File: src/hdl/clsbu_pkg.sv
// Shared constants, codes and types for the character LCD shadow buffer updater.
// Used by clsbu_ctrl, clsbu_dp and the top level; depends on nothing else.
package clsbu_pkg;

    // Frame geometry
    localparam int COLS   = 16;
    localparam int ROWS   = 2;
    localparam int CELLS  = ROWS * COLS;
    localparam int CELL_W = $clog2(CELLS);
    localparam int COL_W  = $clog2(COLS);
    localparam int ROW_W  = (ROWS > 1) ? $clog2(ROWS) : 1;

    // Field widths fixed by the interface
    localparam int CNT_W  = 5;   // active_columns, pos_x magnitude, msg_length
    localparam int RCNT_W = 2;   // active_rows
    localparam int CHAR_W = 8;
    localparam int OCOL_W = 5;
    localparam int OROW_W = 1;
    localparam int KIND_W = 2;

    // Column modulo: restoring divide, one quotient bit per cycle
    localparam int MOD_STEPS = CNT_W;
    localparam int STEP_W    = $clog2(MOD_STEPS);
    localparam int DIV_W     = CNT_W + MOD_STEPS - 1;

    localparam logic [CHAR_W-1:0] SPACE = 8'h20;

    // Command codes (func field)
    localparam logic [2:0] FUNC_SET_CURSOR = 3'd0;
    localparam logic [2:0] FUNC_WRITE_CHAR = 3'd1;
    localparam logic [2:0] FUNC_CLEAR_ALL  = 3'd2;
    localparam logic [2:0] FUNC_RENDER     = 3'd3;
    localparam logic [2:0] FUNC_CENTRE     = 3'd4;
    localparam logic [2:0] FUNC_CLEAR_ROW  = 3'd5;

    // Result kinds
    localparam logic [KIND_W-1:0] KIND_MOVE = 2'd0;
    localparam logic [KIND_W-1:0] KIND_CHAR = 2'd1;
    localparam logic [KIND_W-1:0] KIND_DONE = 2'd2;

    // Configuration register indexes
    localparam logic [0:0] REG_ACTIVE_COLUMNS = 1'b0;
    localparam logic [0:0] REG_ACTIVE_ROWS    = 1'b1;

    // Controller to datapath commands
    typedef logic [2:0] cmd_t;
    localparam cmd_t CMD_NONE      = 3'd0;
    localparam cmd_t CMD_LOAD      = 3'd1;
    localparam cmd_t CMD_MOD_STEP  = 3'd2;
    localparam cmd_t CMD_SKIP      = 3'd3;
    localparam cmd_t CMD_EMIT_MOVE = 3'd4;
    localparam cmd_t CMD_EMIT_CHAR = 3'd5;
    localparam cmd_t CMD_EMIT_DONE = 3'd6;

    // Datapath to controller status
    typedef struct packed {
        logic render;       // incoming request is a render
        logic mod_pending;  // incoming request needs the column modulo
        logic mod_end;      // last modulo step
        logic cell_diff;    // current walk cell differs from shown frame
        logic in_run;       // a changed run is open in this row
        logic walk_end;     // current walk cell is the last active cell
        logic out_free;     // output register can take a result this cycle
    } status_t;

endpackage

File: src/hdl/clsbu_ctrl.sv
// Controller state machine of the character LCD shadow buffer updater.
// Sequences request load, column modulo steps and the render walk; uses clsbu_pkg.
module clsbu_ctrl
(
    input  logic               clk,
    input  logic               rst_n,
    input  logic               s_tvalid,
    output logic               s_tready,
    input  clsbu_pkg::status_t status,
    output clsbu_pkg::cmd_t    cmd
);

    localparam logic [2:0] S_IDLE = 3'd0;
    localparam logic [2:0] S_MOD  = 3'd1;
    localparam logic [2:0] S_WALK = 3'd2;
    localparam logic [2:0] S_CHAR = 3'd3;
    localparam logic [2:0] S_DONE = 3'd4;

    logic [2:0] state_reg;
    logic [2:0] state_next;

    assign s_tready = (state_reg == S_IDLE);

    always_comb
    begin
        state_next = state_reg;
        cmd        = clsbu_pkg::CMD_NONE;
        unique case (state_reg)
            S_IDLE:
            begin
                if (s_tvalid)
                begin
                    cmd = clsbu_pkg::CMD_LOAD;
                    if (status.render)
                        state_next = S_WALK;
                    else if (status.mod_pending)
                        state_next = S_MOD;
                end
            end
            S_MOD:
            begin
                cmd = clsbu_pkg::CMD_MOD_STEP;
                if (status.mod_end)
                    state_next = S_IDLE;
            end
            S_WALK:
            begin
                if (!status.cell_diff)
                begin
                    // unchanged cell: copy and advance, no result
                    cmd = clsbu_pkg::CMD_SKIP;
                    if (status.walk_end)
                        state_next = S_DONE;
                end
                else if (status.out_free)
                begin
                    if (status.in_run)
                    begin
                        cmd = clsbu_pkg::CMD_EMIT_CHAR;
                        if (status.walk_end)
                            state_next = S_DONE;
                    end
                    else
                    begin
                        // open a run: move the display cursor first
                        cmd        = clsbu_pkg::CMD_EMIT_MOVE;
                        state_next = S_CHAR;
                    end
                end
            end
            S_CHAR:
            begin
                if (status.out_free)
                begin
                    cmd        = clsbu_pkg::CMD_EMIT_CHAR;
                    state_next = status.walk_end ? S_DONE : S_WALK;
                end
            end
            S_DONE:
            begin
                if (status.out_free)
                begin
                    cmd        = clsbu_pkg::CMD_EMIT_DONE;
                    state_next = S_IDLE;
                end
            end
            default:
            begin
                state_next = S_IDLE;
            end
        endcase
    end

    always_ff @(posedge clk or negedge rst_n)
    begin
        if (!rst_n)
            state_reg <= S_IDLE;
        else
            state_reg <= state_next;
    end

endmodule

File: src/hdl/clsbu_dp.sv
// Datapath of the character LCD shadow buffer updater: frames, cursor,
// configuration, column modulo unit, render walk and output register; uses clsbu_pkg.
module clsbu_dp
(
    input  logic                                 clk,
    input  logic                                 rst_n,
    input  clsbu_pkg::cmd_t                      cmd,
    output clsbu_pkg::status_t                   status,
    input  logic                                 cfg_valid,
    input  logic [0:0]                           cfg_index,
    input  logic [clsbu_pkg::CNT_W-1:0]          cfg_data,
    input  logic [2:0]                           func,
    input  logic signed [5:0]                    pos_x,
    input  logic signed [2:0]                    pos_y,
    input  logic [clsbu_pkg::CHAR_W-1:0]         char_code,
    input  logic [clsbu_pkg::CNT_W-1:0]          msg_length,
    input  logic                                 out_ready,
    output logic                                 out_valid,
    output logic [clsbu_pkg::KIND_W-1:0]         out_kind,
    output logic [clsbu_pkg::OCOL_W-1:0]         out_col,
    output logic [clsbu_pkg::OROW_W-1:0]         out_row,
    output logic [clsbu_pkg::CHAR_W-1:0]         out_char,
    output logic                                 out_last
);

    // Configuration
    logic [clsbu_pkg::CNT_W-1:0]  act_cols_reg;
    logic [clsbu_pkg::RCNT_W-1:0] act_rows_reg;

    // Frames and cursor
    logic [clsbu_pkg::CHAR_W-1:0] drawn_reg [clsbu_pkg::CELLS];
    logic [clsbu_pkg::CHAR_W-1:0] shown_reg [clsbu_pkg::CELLS];
    logic [clsbu_pkg::COL_W-1:0]  cur_col_reg;
    logic [clsbu_pkg::ROW_W-1:0]  cur_row_reg;

    // Modulo unit and render walk
    logic [clsbu_pkg::CNT_W-1:0]  rem_reg;
    logic [clsbu_pkg::STEP_W-1:0] step_reg;
    logic [clsbu_pkg::COL_W-1:0]  walk_col_reg;
    logic [clsbu_pkg::ROW_W-1:0]  walk_row_reg;
    logic                         run_reg;

    // Output register
    logic                         out_valid_reg;
    logic [clsbu_pkg::KIND_W-1:0] out_kind_reg;
    logic [clsbu_pkg::OCOL_W-1:0] out_col_reg;
    logic [clsbu_pkg::OROW_W-1:0] out_row_reg;
    logic [clsbu_pkg::CHAR_W-1:0] out_char_reg;
    logic                         out_last_reg;

    logic [clsbu_pkg::CNT_W-1:0]  nc;
    logic [clsbu_pkg::RCNT_W-1:0] nr;
    logic [clsbu_pkg::ROW_W-1:0]  in_row;
    logic [clsbu_pkg::COL_W-1:0]  neg_col;
    logic signed [6:0]            neg_sum;
    logic [clsbu_pkg::COL_W-1:0]  centre_col;
    logic [clsbu_pkg::DIV_W-1:0]  div_shift;
    logic [clsbu_pkg::CNT_W-1:0]  rem_new;
    logic [clsbu_pkg::CELL_W-1:0] cur_addr;
    logic [clsbu_pkg::CELL_W-1:0] walk_addr;
    logic [clsbu_pkg::CHAR_W-1:0] walk_drawn;
    logic                         row_last;
    logic                         walk_end;
    logic                         out_load;

    function automatic logic [clsbu_pkg::ROW_W-1:0] map_row
    (
        input logic signed [2:0]            v,
        input logic [clsbu_pkg::RCNT_W-1:0] rows
    );
        logic signed [3:0] t;
        t = $signed({2'b00, rows}) + $signed({v[2], v});
        if (!v[2])
            map_row = (rows == 2'd2) ? clsbu_pkg::ROW_W'(v[0]) : '0;
        else if (t[3])
            map_row = '0;
        else
            map_row = clsbu_pkg::ROW_W'(t[0]);
    endfunction

    // Effective sizes clamped to the storage
    always_comb
    begin
        if (act_cols_reg == '0)
            nc = clsbu_pkg::CNT_W'(1);
        else if (act_cols_reg > clsbu_pkg::CNT_W'(clsbu_pkg::COLS))
            nc = clsbu_pkg::CNT_W'(clsbu_pkg::COLS);
        else
            nc = act_cols_reg;

        if (act_rows_reg == '0)
            nr = clsbu_pkg::RCNT_W'(1);
        else if (act_rows_reg > clsbu_pkg::RCNT_W'(clsbu_pkg::ROWS))
            nr = clsbu_pkg::RCNT_W'(clsbu_pkg::ROWS);
        else
            nr = act_rows_reg;
    end

    assign in_row     = map_row(pos_y, nr);
    assign neg_sum    = $signed({2'b00, nc}) + $signed({pos_x[5], pos_x});
    assign neg_col    = neg_sum[6] ? '0 : clsbu_pkg::COL_W'(neg_sum[clsbu_pkg::CNT_W-1:0]);
    assign centre_col = (msg_length >= nc) ? '0 : clsbu_pkg::COL_W'((nc - msg_length) >> 1);

    // One restoring step of the column modulo
    assign div_shift = clsbu_pkg::DIV_W'(nc) << step_reg;
    assign rem_new   = (clsbu_pkg::DIV_W'(rem_reg) >= div_shift)
                     ? rem_reg - clsbu_pkg::CNT_W'(div_shift) : rem_reg;

    assign cur_addr   = clsbu_pkg::CELL_W'(cur_row_reg) * clsbu_pkg::CELL_W'(clsbu_pkg::COLS)
                      + clsbu_pkg::CELL_W'(cur_col_reg);
    assign walk_addr  = clsbu_pkg::CELL_W'(walk_row_reg) * clsbu_pkg::CELL_W'(clsbu_pkg::COLS)
                      + clsbu_pkg::CELL_W'(walk_col_reg);
    assign walk_drawn = drawn_reg[walk_addr];
    assign row_last   = (clsbu_pkg::CNT_W'(walk_col_reg) == nc - clsbu_pkg::CNT_W'(1));
    assign walk_end   = row_last
                      && (clsbu_pkg::RCNT_W'(walk_row_reg) == nr - clsbu_pkg::RCNT_W'(1));

    assign out_load = (cmd == clsbu_pkg::CMD_EMIT_MOVE) || (cmd == clsbu_pkg::CMD_EMIT_CHAR)
                   || (cmd == clsbu_pkg::CMD_EMIT_DONE);

    always_comb
    begin
        status.render      = (func == clsbu_pkg::FUNC_RENDER);
        status.mod_pending = ((func == clsbu_pkg::FUNC_SET_CURSOR) && !pos_x[5])
                          || (func == clsbu_pkg::FUNC_WRITE_CHAR);
        status.mod_end     = (step_reg == '0);
        status.cell_diff   = (walk_drawn != shown_reg[walk_addr]);
        status.in_run      = run_reg;
        status.walk_end    = walk_end;
        status.out_free    = !out_valid_reg || out_ready;
    end

    // Configuration registers
    always_ff @(posedge clk or negedge rst_n)
    begin
        if (!rst_n)
        begin
            act_cols_reg <= clsbu_pkg::CNT_W'(16);
            act_rows_reg <= clsbu_pkg::RCNT_W'(2);
        end
        else if (cfg_valid)
        begin
            if (cfg_index == clsbu_pkg::REG_ACTIVE_COLUMNS)
                act_cols_reg <= cfg_data;
            else
                act_rows_reg <= cfg_data[clsbu_pkg::RCNT_W-1:0];
        end
    end

    // Frames, cursor, modulo unit and walk
    always_ff @(posedge clk or negedge rst_n)
    begin
        if (!rst_n)
        begin
            for (int i = 0; i < clsbu_pkg::CELLS; i++)
            begin
                drawn_reg[clsbu_pkg::CELL_W'(i)] <= clsbu_pkg::SPACE;
                shown_reg[clsbu_pkg::CELL_W'(i)] <= '0;
            end
            cur_col_reg  <= '0;
            cur_row_reg  <= '0;
            rem_reg      <= '0;
            step_reg     <= '0;
            walk_col_reg <= '0;
            walk_row_reg <= '0;
            run_reg      <= 1'b0;
        end
        else
        begin
            case (cmd) inside
                clsbu_pkg::CMD_LOAD:
                begin
                    case (func)
                        clsbu_pkg::FUNC_SET_CURSOR:
                        begin
                            cur_row_reg <= in_row;
                            if (pos_x[5])
                                cur_col_reg <= neg_col;
                            else
                            begin
                                rem_reg  <= clsbu_pkg::CNT_W'(pos_x[4:0]);
                                step_reg <= clsbu_pkg::STEP_W'(clsbu_pkg::MOD_STEPS - 1);
                            end
                        end
                        clsbu_pkg::FUNC_WRITE_CHAR:
                        begin
                            drawn_reg[cur_addr] <= char_code;
                            rem_reg  <= clsbu_pkg::CNT_W'(cur_col_reg) + clsbu_pkg::CNT_W'(1);
                            step_reg <= clsbu_pkg::STEP_W'(clsbu_pkg::MOD_STEPS - 1);
                        end
                        clsbu_pkg::FUNC_CLEAR_ALL:
                        begin
                            for (int r = 0; r < clsbu_pkg::ROWS; r++)
                                for (int c = 0; c < clsbu_pkg::COLS; c++)
                                    if ((clsbu_pkg::RCNT_W'(r) < nr)
                                        && (clsbu_pkg::CNT_W'(c) < nc))
                                        drawn_reg[clsbu_pkg::CELL_W'(r * clsbu_pkg::COLS + c)]
                                            <= clsbu_pkg::SPACE;
                        end
                        clsbu_pkg::FUNC_RENDER:
                        begin
                            walk_col_reg <= '0;
                            walk_row_reg <= '0;
                            run_reg      <= 1'b0;
                        end
                        clsbu_pkg::FUNC_CENTRE:
                        begin
                            cur_row_reg <= in_row;
                            cur_col_reg <= centre_col;
                        end
                        clsbu_pkg::FUNC_CLEAR_ROW:
                        begin
                            for (int r = 0; r < clsbu_pkg::ROWS; r++)
                                for (int c = 0; c < clsbu_pkg::COLS; c++)
                                    if ((clsbu_pkg::ROW_W'(r) == in_row)
                                        && (clsbu_pkg::CNT_W'(c) < nc))
                                        drawn_reg[clsbu_pkg::CELL_W'(r * clsbu_pkg::COLS + c)]
                                            <= clsbu_pkg::SPACE;
                            cur_row_reg <= in_row;
                            cur_col_reg <= '0;
                        end
                        default:
                        begin
                        end
                    endcase
                end
                clsbu_pkg::CMD_MOD_STEP:
                begin
                    rem_reg  <= rem_new;
                    step_reg <= step_reg - clsbu_pkg::STEP_W'(1);
                    if (step_reg == '0)
                        cur_col_reg <= clsbu_pkg::COL_W'(rem_new);
                end
                clsbu_pkg::CMD_EMIT_MOVE:
                begin
                    run_reg <= 1'b1;
                end
                clsbu_pkg::CMD_SKIP, clsbu_pkg::CMD_EMIT_CHAR:
                begin
                    shown_reg[walk_addr] <= walk_drawn;
                    run_reg <= (cmd == clsbu_pkg::CMD_EMIT_CHAR) && !row_last;
                    if (row_last)
                    begin
                        walk_col_reg <= '0;
                        walk_row_reg <= walk_row_reg + clsbu_pkg::ROW_W'(1);
                    end
                    else
                        walk_col_reg <= walk_col_reg + clsbu_pkg::COL_W'(1);
                end
                default:
                begin
                end
            endcase
        end
    end

    // Output register: load a result, drop it when taken
    always_ff @(posedge clk or negedge rst_n)
    begin
        if (!rst_n)
            out_valid_reg <= 1'b0;
        else if (out_load)
            out_valid_reg <= 1'b1;
        else if (out_ready)
            out_valid_reg <= 1'b0;
    end

    always_ff @(posedge clk)
    begin
        if (out_load)
        begin
            out_col_reg  <= '0;
            out_row_reg  <= '0;
            out_char_reg <= '0;
            out_last_reg <= 1'b0;
            case (cmd)
                clsbu_pkg::CMD_EMIT_MOVE:
                begin
                    out_kind_reg <= clsbu_pkg::KIND_MOVE;
                    out_col_reg  <= clsbu_pkg::OCOL_W'(walk_col_reg);
                    out_row_reg  <= clsbu_pkg::OROW_W'(walk_row_reg);
                end
                clsbu_pkg::CMD_EMIT_CHAR:
                begin
                    out_kind_reg <= clsbu_pkg::KIND_CHAR;
                    out_char_reg <= walk_drawn;
                end
                default:
                begin
                    out_kind_reg <= clsbu_pkg::KIND_DONE;
                    out_last_reg <= 1'b1;
                end
            endcase
        end
    end

    assign out_valid = out_valid_reg;
    assign out_kind  = out_kind_reg;
    assign out_col   = out_col_reg;
    assign out_row   = out_row_reg;
    assign out_char  = out_char_reg;
    assign out_last  = out_last_reg;

endmodule

File: src/hdl/char_lcd_shadow_buffer_updater_top.sv
// Character LCD shadow buffer updater, top level. Set cursor with a non-negative column and
// write char add five modulo steps after the request is accepted.
// Render walks every active cell, emits a cursor move for each changed run and then a done
// result; only one request is handled at a time, and output back-pressure stalls the walk.
// rst_n (async, active low) sets drawn frame to spaces, shown frame to zero, cursor to 0,
// and the column and row counts to 16 and 2.
module char_lcd_shadow_buffer_updater_top
(
    input  logic        clk,
    input  logic        rst_n,
    input  logic        s_tvalid,
    output logic        s_tready,
    input  logic [31:0] s_tdata,   // func[2:0], pos_x[8:3], pos_y[11:9], char_code[19:12],
                                   // msg_length[24:20], zero fill
    output logic        m_tvalid,
    input  logic        m_tready,
    output logic [15:0] m_tdata,   // out_col[4:0], out_row[5], out_char[13:6], zero fill
    output logic [1:0]  m_tuser,   // kind[1:0]
    output logic        m_tlast,
    input  logic        cfg_valid,
    output logic        cfg_ready,
    input  logic [0:0]  cfg_index,
    input  logic [4:0]  cfg_data
);

    clsbu_pkg::cmd_t    cmd;
    clsbu_pkg::status_t status;

    logic [clsbu_pkg::OCOL_W-1:0] out_col;
    logic [clsbu_pkg::OROW_W-1:0] out_row;
    logic [clsbu_pkg::CHAR_W-1:0] out_char;

    assign cfg_ready = 1'b1;

    clsbu_ctrl u_ctrl
    (
        .clk      (clk),
        .rst_n    (rst_n),
        .s_tvalid (s_tvalid),
        .s_tready (s_tready),
        .status   (status),
        .cmd      (cmd)
    );

    clsbu_dp u_dp
    (
        .clk        (clk),
        .rst_n      (rst_n),
        .cmd        (cmd),
        .status     (status),
        .cfg_valid  (cfg_valid),
        .cfg_index  (cfg_index),
        .cfg_data   (cfg_data),
        .func       (s_tdata[2:0]),
        .pos_x      ($signed(s_tdata[8:3])),
        .pos_y      ($signed(s_tdata[11:9])),
        .char_code  (s_tdata[19:12]),
        .msg_length (s_tdata[24:20]),
        .out_ready  (m_tready),
        .out_valid  (m_tvalid),
        .out_kind   (m_tuser),
        .out_col    (out_col),
        .out_row    (out_row),
        .out_char   (out_char),
        .out_last   (m_tlast)
    );

    assign m_tdata = {2'b00, out_char, out_row, out_col};

endmodule

File: config.mk
export PLATFORM = sky130hd
export DESIGN_NAME = char_lcd_shadow_buffer_updater_top
export DESIGN_NICKNAME = d
export VERILOG_FILES = /design/src/hdl/clsbu_pkg.sv /design/src/hdl/clsbu_ctrl.sv /design/src/hdl/clsbu_dp.sv /design/src/hdl/char_lcd_shadow_buffer_updater_top.sv
export SDC_FILE = /design/constraint.sdc
export NUM_CORES = 1
export LEC_CHECK = 0
export ABC_AREA = 1
export BUFFER_PORTS_ARGS = -buffer_cell sky130_fd_sc_hd__buf_4
export CAP_MARGIN = 20
export CORE_MARGIN = 3
export CORE_UTILIZATION = 60
export DETAILED_ROUTE_END_ITERATION = 10
export PLACE_DENSITY = 0.75
export SYNTH_ARGS = -nofsm -noshare
export SYNTH_HDL_FRONTEND = slang
export SYNTH_SLANG_ARGS = --single-unit
export TNS_END_PERCENT = 50
File: constraint.sdc
create_clock -name clk -period 4.2 [get_ports clk]
set_input_delay 0.84 -clock clk [delete_from_list [all_inputs] [get_ports clk]]
set_output_delay 0.84 -clock clk [all_outputs]
set_load 0.03 [all_outputs]
## Word-level counts from Yosys, hierarchy flattened

Index checks and enable logic that the tools add are counted.

| operators by class | value |
|---|---|
| bitwise logic cells | 7 |
| shift-type cells | 1 |
| reduce and logical (&&, ||, !) cells | 89 |
| mux-type cells | 107 |
| divide/modulo/power cells | 0 |
| eq/ne operators | 64 |
| order comparisons | 25 |
| add/sub/neg operators | 12 |
| multipliers | 0 |

Operators by type and width:

| kind | number |
|---|---|
| $bwmux W256 | 2 |
| $pmux W128 S3 | 1 |
| $mux W8 | 38 |
| $bmux W8 S5 | 2 |
| $demux W8 S5 | 2 |
| $reduce_and A4 Y1 | 20 |
| $ne A2 B1 Y1 const B | 34 |
| $mux W3 | 18 |
| $mux W4 | 12 |
| $lt A4 B5 Y1 const A | 8 |
| $logic_and A1 B1 Y1 | 37 |
| $mux W5 | 6 |
| $pmux W3 S5 | 2 |
| $lt A3 B5 Y1 const A | 4 |
| $eq A3 B2 Y1 const B | 6 |
| $eq A3 B3 Y1 const B | 6 |
| $mux W1 | 18 |
| $ge A6 B6 Y1 const B | 2 |
| $lt A6 B1 Y1 const B | 2 |
| $not A5 Y6 | 2 |
| $pmux W4 S3 | 1 |
| $reduce_bool A2 Y1 | 6 |
| $add A5 B4 Y5 | 2 |
| $lt A1 B5 Y1 const A | 2 |
| 42 further kinds | 72 |

| word-level totals | value |
|---|---|
| latch bits | 0 |
| register bits after elaboration | 559 |
| ROM bits | 0 |
| bits of input ports | 43 |
| RAM bits | 0 |
| memories kept | 0 |
| output and inout bits | 22 |
| logic and storage cells | 387 |

## Logic depth before layout (Yosys ltp)

Gate-level depths: netlist of run 1.

| logic depth | value |
|---|---|
| depth after elaboration | 14 |
| gate-level depth with buffers | 26 |
| mapped depth without buffers | 23 |

## Cells and area by module

A second synthesis of run 1 with hierarchy kept.

| unflattened totals | value |
|---|---|
| cell total of the unflattened synthesis | 3105 |
| area total of the unflattened synthesis | 26855.8 µm² |

By module, submodules not included:

| module | cells an instance | area an instance (µm²) | seq. area each (µm²) | times used |
|---|---|---|---|---|
| clsbu_dp | 3035 | 26447.9 | 15217.1 | 1 |
| clsbu_ctrl | 64 | 370.4 | 75.1 | 1 |
| char_lcd_shadow_buffer_updater_top | 6 | 37.5 | 0.0 | 1 |

## Least setup slack after synthesis of run 1

OpenSTA, ideal clock, no wires.

| path | value |
|---|---|
| kind | register -> register |
| from | register u_dp.walk_col_reg[1] in the netlist's numbering |
| to | register u_dp.shown_reg[0] in the netlist's numbering, enable pin |
| required time | 3817 ps |
| buffers on the path | 5 |
| cell stages (with the launch flop) | 22 |
| setup time | 383 ps |
| data arrival time | 3197 ps |
| path slack | 620 ps |
| clock period less this slack | 3580 ps |
| cells stage by stage | dfrtp_1 > buf_2 > inv_2 > buf_6 > clkbuf_1 > nand3_1 > nand2_1 > nand2_1 > nand2_1 > nor2_1 > nand2_1 > xnor2_1 > nand2_1 > nor2_2 > nand2_2 > o21ai_2 > nand2_2 > nand2_4 > buf_12 > nand2_4 > buf_6 > nor3_1 |

| on the way | value |
|---|---|
| cells in the longest elaborated chain, start to end | 11 |
| elaborated cells on any way between the ends | 21 |
| those cells by class | add/sub (1); eq/ne (6); mux (8); bitwise (4); reduce/logical (2) |

RTL lines:

| item | line | source |
|---|---|---|
| from (decl) | clsbu_dp.sv:39 | `logic [clsbu_pkg::COL_W-1:0] walk_col_reg;` |
| from (signal assigned) | clsbu_dp.sv:248 | `walk_col_reg <= walk_col_reg + clsbu_pkg::COL_W'(1);` |
| $add A5 B4 Y5 (*) | clsbu_dp.sv:112 | `+ clsbu_pkg::CELL_W'(walk_col_reg);` |
| $not A5 Y6 (implied by the code) (*) | clsbu_dp.sv:113 | `assign walk_drawn = drawn_reg[walk_addr];` |
| $bmux W8 S5 (*) | clsbu_dp.sv:113 |  |
| $mux W8 (implied by the code) (*) (2 in series) | clsbu_dp.sv:113 |  |
| named net u_dp.walk_drawn, one bit | clsbu_dp.sv:61 | `logic [clsbu_pkg::CHAR_W-1:0] walk_drawn;` |
| $ne A8 B8 Y1 (*) | clsbu_dp.sv:127 | `status.cell_diff = (walk_drawn != shown_reg[walk_addr]);` |
| $mux W3 (*) | clsbu_ctrl.sv:48 | `if (!status.cell_diff)` |
| $pmux W3 S5 (*) | clsbu_ctrl.sv:28 | `unique case (state_reg)` |
| $eq A3 B3 Y1, or another cell as far along | -- |  |
| $reduce_or A2 Y1 or $not A1 Y1 (tied branches) | -- |  |
| $reduce_and A5 Y1 (no line) (*) | -- |  |
| to (signal, indexed assignment) | clsbu_dp.sv:240 | `shown_reg[walk_addr] <= walk_drawn;` |
| to (decl) | clsbu_dp.sv:32 | `logic [clsbu_pkg::CHAR_W-1:0] shown_reg [clsbu_pkg::CELLS];` |

The timed path passes the listed nets; every way through them passes the cells marked *. The select of a mux whose other input is x is not followed.
A chain may end at the register's enable or synchronous reset.

## Worst setup path after layout of run 1

| path | value |
|---|---|
| from | register u_dp.walk_col_reg[1] in the netlist's numbering |
| to | register u_dp.shown_reg[217] in the netlist's numbering |

| on the way | value |
|---|---|
| cells in the longest elaborated chain, start to end | 11 |
| elaborated cells on any way between the ends | 27 |
| those cells by class | add/sub (1); order compare (2); eq/ne (6); mux (11); bitwise (4); reduce/logical (3) |

RTL lines:

| item | line |
|---|---|
| $add A5 B4 Y5 (*) | clsbu_dp.sv:112 |
| $not A5 Y6 (implied by the code) (*) | clsbu_dp.sv:113 |
| $bmux W8 S5 (*) | clsbu_dp.sv:113 |
| $mux W8 (implied by the code) (*) (2 in series) | clsbu_dp.sv:113 |
| named net u_dp.walk_drawn, one bit | clsbu_dp.sv:61 |
| $ne A8 B8 Y1 (*) | clsbu_dp.sv:127 |
| $mux W3 (*) | clsbu_ctrl.sv:48 |
| $pmux W3 S5 (*) | clsbu_ctrl.sv:28 |
| $eq A3 B3 Y1, or another cell as far along | -- |
| $reduce_or A2 Y1 or $not A1 Y1 (tied branches) | -- |
| $reduce_and A4 Y1 (no line) (*) | -- |

Marks and branches as above.

==> run metrics, run 1 <==
Worst Slack Setup Final around 0.26 ns; CP top delay family simple AND/OR/NAND/NOR gates; Sw Pwr a little under 10 mW; H-tree depth 2; post-synthesis simple-gate area fraction 25.2%; hold buffer count at cts 0; routed vias 22700; hpwl dp 47900 µm; first-pass GRT wire length 116000 µm; Switching Fraction 41.9%; Core Area 44900 µm²; worst path cell trace buf_4 > buf_4 > o21ai_0 > o21ai_0 > nand2_1 > nand2_1 > nor2_1 > nand3_1 > nand2_1 > nand2_1 > nand2_1 > nor2_2 > nand2_2 > o21ai_2 > nand2_2 > nand2_4 > buf_4 > nand2_1 > o21ai_0; met2 Use GR a little under half; Routed Antenna Nets 0; GRT Total Usage 30.5%; drt via density 5.65; CTS Sinks 556; Top Ports 65; fin crit period around 4 ns; max_slew headroom 37.3%; Crit Path Class flip-flop to flip-flop; nets 3453; sequential fraction of the synthesis area roughly 55%; most frequent CP cell nand2_1; final setup fails 0; Post-synth top flop edfxtp_1; Fmax around 250 MHz; met3 Resource Use GR between 4 and 5%; cell area after layout 30600 µm²; Critical Path Stages 19; GRT Residual Overflow 0; Comb pwr share 42.6%; Die H 221 µm; pre-CTS WS 0.225 ns; multiplexer share of the synthesized area 0.0362%; DRC Markers 0; Reg power frac about a third; worst slew pin tran 0.938 ns; Die Span X 221 µm; Netlist Area Pre-Place 27600 µm²; Worst setup EP type flip-flop; #FFs+latches synth 556; post-place instance area 28600 µm²; TritonCTS clock tree built; P per Cell Area 756 nW/µm²; cell count after synthesis 3339; maxcap violations 0; Reg2Reg Depth 19; drt total wl about 73000 µm; CP Max Fanout 21; Worst-Skew Late Latency 0.62 ns; wire per inst 18.2 µm; CTS clk-pin slew, worst paths 0.06 ns; post-synthesis async set-or-reset flop share 51.3%; Fin. Hold Viols 0; CP required approximately 4.7 ns; Post-synth EDFFs 271; count of buffers from port buffering 53; vias in the first global route 21500; Die ar. 48700 µm²; cell at the slowest stage of the critical path dfrtp_4; Cell Count, Final, Fillers Out 4016; area grow syn2layout 10.6%; Initial Utilization 61.5%; crit path DAT roughly 4.4 ns; Post-Synth XOR/XNOR Area 0.317%; Buf/Inv on CP 3; Tcrit/Tclk final 93.7%; Initial DRC Count between 2000 and 3000; Leak Pwr 14.1 nW; synth warn 0; DR pass1 iterations 6; gpl congestion 0.926; status complete, no violations; setup tns final 0 ns; initial antenna violation count 0; Synth cell types 46; largest vdd supply drop approximately 450 µV; Max Root-Sink Buffers 3; synthesized-area fraction occupied by adder cells 1.53%; Placed Instances 3912; crit-path max cell delay between 0.6 and 0.7 ns; Finished Core Util 68.1%; unrepaired setup endpoints after global routing false; post-synthesis compound-gate area fraction 9.27%; CTS root buffer clkbuf_16; Clk network pwr share 22.4%; largest net degree at the start of global routing 150; Tightest Hold Check Type primary input to async pin; met1 Use GR 44.3%; largest family of logic cells by synthesized area simple AND/OR/NAND/NOR gates; Slew Viols, Final 0; CTS buffer count 55; crit path launch type flip-flop; Top Usage Layer GRT met2; Setup Skew 0.0225 ns; share of cells above drive strength 1 8.44%; fill cell count 3611; Pint roughly 13 mW; Mean Syn Cell Area ~8.3 µm²; row cnt just under 80; n_diodes 0
==> layer usage <==
metal | up-vias | wire length [µm]
met1 | 10800 | 31100
met4 | 0 | 1990
li1 | 10800 | -
met5 | - | 0
met3 | 160 | 6470
met2 | 998 | 33400
==> layout make-up <==
cell class	instances	area (µm²)	share of cell area, %
clock buffers	78	1570	5.15
repair buffers	138	1160	3.80
well taps	592	741	2.42
inverters	365	1380	4.52
flip-flops and latches	556	15300	50.1
multi-input cells	2262	10100	32.9
clock inverters	25	339	1.11
==> worst paths after layout <==
path,from,to,slack [ns]
min in group clk,cfg_data[3],u_dp.act_cols_reg[3]$_DFFE_PN0P_,0.47
worst max-delay path,u_dp.walk_col_reg[1]$_DFFE_PN0P_,u_dp.shown_reg[217]$_DFFE_PN0P_,0.26
worst min-delay path,rst_n,u_dp.drawn_reg[225]$_DFFE_PN0P_,0.12
max in group asynchronous,rst_n,u_dp.shown_reg[222]$_DFFE_PN0P_,2.95
worst min register to register,u_dp.shown_reg[219]$_DFFE_PN0P_,u_dp.shown_reg[219]$_DFFE_PN0P_,0.49
worst max register to register,u_dp.walk_col_reg[1]$_DFFE_PN0P_,u_dp.shown_reg[217]$_DFFE_PN0P_,0.26
==> cell usage after synthesis, types with 7 or more instances <==
library cell,n,share of area [%]
buf_4,26,0.71
nor2_1,312,4.2
dfrtp_1,267,24
xnor2_1,7,0.22
inv_1,356,4.8
nor3_1,28,0.51
o21ai_0,341,6.2
nor3_2,9,0.33
nand3_1,200,3.6
clkbuf_1,48,0.65
nand4_1,10,0.23
edfxtp_1,271,29
dfstp_2,18,1.7
ha_1,29,1.3
nand2_1,1127,15
a21oi_1,30,0.54
o21ai_1,86,1.6
a31oi_1,10,0.23
buf_6,16,0.65
nand2_4,11,0.45
o211ai_1,9,0.24
buf_2,66,1.2
or2_2,9,0.20
==> kinds of logic (layout without fill, tap and decap cells) <==
family,Yosys count,after routing
XOR/XNOR,10,10
AO/OA/AOI/OAI,495,495
flip-flops,556,556
multiplexers,1,1
AND/OR/NAND/NOR,1720,1720
other,2,4
buffers and inverters,523,606
adder cells (fa/ha/maj),32,32
==> repair_timing <==
item,4_1_cts,5_1_grt
setup buffers,0,0
endpoints found under the setup margin,0,24
resized for setup,0,3
==> metrics by stage <==
step / power (mW) / hold slack [ns]
global placement: 17.5 / 0.462
CTS: 23.0 / 0.125
detailed placement: 17.8 / 0.468
finish: 23.1 / 0.122
global route: 24.6 / 0.138
floorplan: 14.5 / 0.448
==> cell usage in the layout, fill, tap and decap left out, types with 10 or more instances in the layout <==
| master | instances |
|---|---|
| dfstp_2 | 18 |
| inv_1 | 356 |
| a21oi_1 | 30 |
| nand2_1 | 1127 |
| dfrtp_1 | 265 |
| nor2_1 | 312 |
| a31oi_1 | 10 |
| buf_4 | 127 |
| nor3_1 | 28 |
| nand2_4 | 11 |
| nand4_1 | 10 |
| o21ai_0 | 340 |
| clkbuf_1 | 13 |
| ha_1 | 29 |
| edfxtp_1 | 271 |
| o21ai_1 | 87 |
| nand3_1 | 200 |
| clkbuf_16 | 56 |
==> power by group through the flow <==
stage / Clock [mW] / Sequential (mW) / Combinational, mW
CTS: 5.24 / 8.05 / 9.72
global route: 5.48 / 8.18 / 10.9
finish: 5.18 / 8.07 / 9.84
detailed placement: 0 / 8.14 / 9.66
floorplan: 0 / 8.05 / 6.47
global placement: 0 / 8.09 / 9.39
No activity file was read; power rests on OpenSTA's default activity.
==> inputs of run 2 (changes only) <==
- CORE_ASPECT_RATIO: unset -> 1.1
- GPL_ROUTABILITY_DRIVEN: unset -> 0
==> run 2 against run 1 <==
Effect of this change:
- utilization shrank 0.20 points
- total power shrank 0.20%
- via count shrank 0.81%
- sequential power barely moved
- flip-flop and latch count unchanged
- final cell count decreased by 0.40%
- sequential share of layout area is essentially flat
- final area about the same
- combinational power fell by 1%
- register-to-register slack worse by 0.12 ns
- worst hold slack gained 0.015 ns
- critical endpoint is now u_dp.shown_reg[232]$_DFFE_PN0P_
==> run metrics, run 2 (synthesis results as in run 1) <==
share of cells above drive strength 1 around 8.6%; commonest non-fill, non-tap cell in the layout nand2_1; vias in the first global route 21600; Max Root-Sink Buffers 3; Crit Path Class flip-flop to flip-flop; largest vdd supply drop 643 µV; Core Area about 45000 µm²; final setup fails 0; P per Cell Area 755 nW/µm²; setup tns final 0 ns; crit-path max cell delay 0.58 ns; Initial DRC Count between 2000 and 2500; Initial Utilization 61.4%; Sw Pwr 9.69 mW; worst slew pin tran 1.02 ns; GRT Residual Overflow 0; GRT Total Usage between 20 and 30%; Finished Core Util 67.9%; Die H 231 µm; Switching Fraction 42.1%; Clk network pwr share 22.7%; Tcrit/Tclk final 96.6%; fin crit period 4.06 ns; Tightest Hold Check Type primary input to async pin; unrepaired setup endpoints after global routing true; Fin. Hold Viols 0; count of buffers from port buffering 53; n_diodes 0; CP required roughly 4.7 ns; Hold WS 0.138 ns; status complete, no violations; largest net degree at the start of global routing ~140; row cnt 81; first-pass GRT wire length between 100000 and 150000 µm; Buf/Inv on CP 4; nets 3447; CTS Sinks 556; CTS clk-pin slew, worst paths 0.06 ns; most frequent cells in the layout 1123 x nand2_1, 356 x inv_1, 341 x o21ai_0, 312 x nor2_1, 271 x edfxtp_1; setup bufs post-CTS 0; Routed Antenna Nets 0; CP top delay family simple AND/OR/NAND/NOR gates; CTS buffer count 56; Leak Pwr around 14 nW; Setup Skew 0.0180 ns; routed vias 22500; DR pass1 iterations 6; Die Span X 211 µm; H-tree depth 2; hpwl dp between 40000 and 50000 µm; Slew Viols, Final 0; Fmax ~250 MHz; overall power 23.0 mW; Pint 13.4 mW; pre-CTS WS 0.218 ns; Worst Slack Setup Final between 0.1 and 0.15 ns; maxcap violations 0; Comb pwr share 42.2%; CP Max Fanout between 40 and 50; most frequent CP cell nand2_1; cell at the slowest stage of the critical path dfrtp_4; Top Ports 65; TritonCTS clock tree built; CTS root buffer clkbuf_16; max_slew headroom 31.9%; Reg power frac a little over a third; Die ar. 48700 µm²; drt total wl 71900 µm; Worst setup EP type flip-flop; crit path DAT 4.53 ns; drt via density about 5.6; initial antenna violation count 0; wire per inst ~18 µm; area grow syn2layout 10.5%; worst path cell trace inv_8 > buf_12 > nor2_1 > o21ai_0 > nand2_1 > nand2_1 > inv_1 > nand3_1 > nand2_1 > nand2_1 > nand2_1 > nor2_2 > nand2_2 > o21ai_2 > nand2_2 > nand2_4 > buf_4 > nand2_1 > nand2_1 > o21ai_0; Worst-Skew Late Latency ~0.62 ns; DRC Markers 0; crit path launch type flip-flop
[run 2: cell count changes in the layout (fill, tap and decap cells not counted), moves of 3 or more]
cell / previous run / this run
buf_4: 127 / 120
clkinv_2: 8 / 15
clkinv_1: 7 / 3
nand2_1: 1127 / 1123
nand2_2: 2 / 6
clkbuf_1: 13 / 10
[run 2: power groups by stage]
stage | clock network, mW | logic (mW) | registers (mW)
2_1_floorplan | 0 | 6.47 | 8.05
3_3_place_gp | 0 | 9.28 | 8.10
3_5_place_dp | 0 | 9.54 | 8.16
4_1_cts | 5.30 | 9.61 | 8.07
5_1_grt | 5.52 | 10.8 | 8.21
6_report | 5.23 | 9.72 | 8.09
[run 2: path summary, 6_finish.rpt]
kind / from / endpoint / slack, ns / depth (start not counted)
worst min-delay path: rst_n / u_dp.shown_reg[223]$_DFFE_PN0P_ / 0.14 / 1
max in group asynchronous: rst_n / u_dp.drawn_reg[213]$_DFFE_PN1P_ / 2.43 / 3
worst min register to register: u_dp.shown_reg[253]$_DFFE_PN0P_ / u_dp.shown_reg[253]$_DFFE_PN0P_ / 0.48 / 2
worst max-delay path: u_dp.walk_col_reg[0]$_DFFE_PN0P_ / u_dp.shown_reg[232]$_DFFE_PN0P_ / 0.14 / 20
min in group clk: cfg_data[1] / u_dp.act_rows_reg[1]$_DFFE_PN1P_ / 0.48 / 3
worst max register to register: u_dp.walk_col_reg[0]$_DFFE_PN0P_ / u_dp.shown_reg[232]$_DFFE_PN0P_ / 0.14 / 20
[run 2: metrics by stage]
| stage | instances | cell area, µm² |
|---|---|---|
| after floorplan | 3341 | 27600 |
| after global placement | 3894 | 28600 |
| after detailed placement | 3894 | 28600 |
| after CTS | 3999 | 30500 |
| after global routing | 4000 | 30500 |
| final | 4000 | 30500 |
[run 2: layout make-up]
cell class | instances | area (µm²)
multi-input combinational | 2262 | 10100
tap | 581 | 727
timing repair buffer | 131 | 1120
inverter | 365 | 1380
sequential | 556 | 15300
fill | 3607 | 14500
clock inverter | 30 | 357
clock buffer | 75 | 1590
[run 2: per-layer routing]
layer | share of wire (%) | routed length (µm) | global-route usage (%) | vias up
li1 | - | - | - | 10800
met1 | 40 | 28700 | 39.6 | 10600
met2 | 48 | 34600 | 49.0 | 926
met3 | 7.3 | 5240 | 4.35 | 203
met4 | 4.8 | 3440 | 13.7 | 0
met5 | 0 | 0 | 0 | -
[run 2: timing repair]
action,4_1_cts,5_1_grt
hold buffers,0,0
gates resized for setup,0,5
endpoints found under the setup margin,0,56
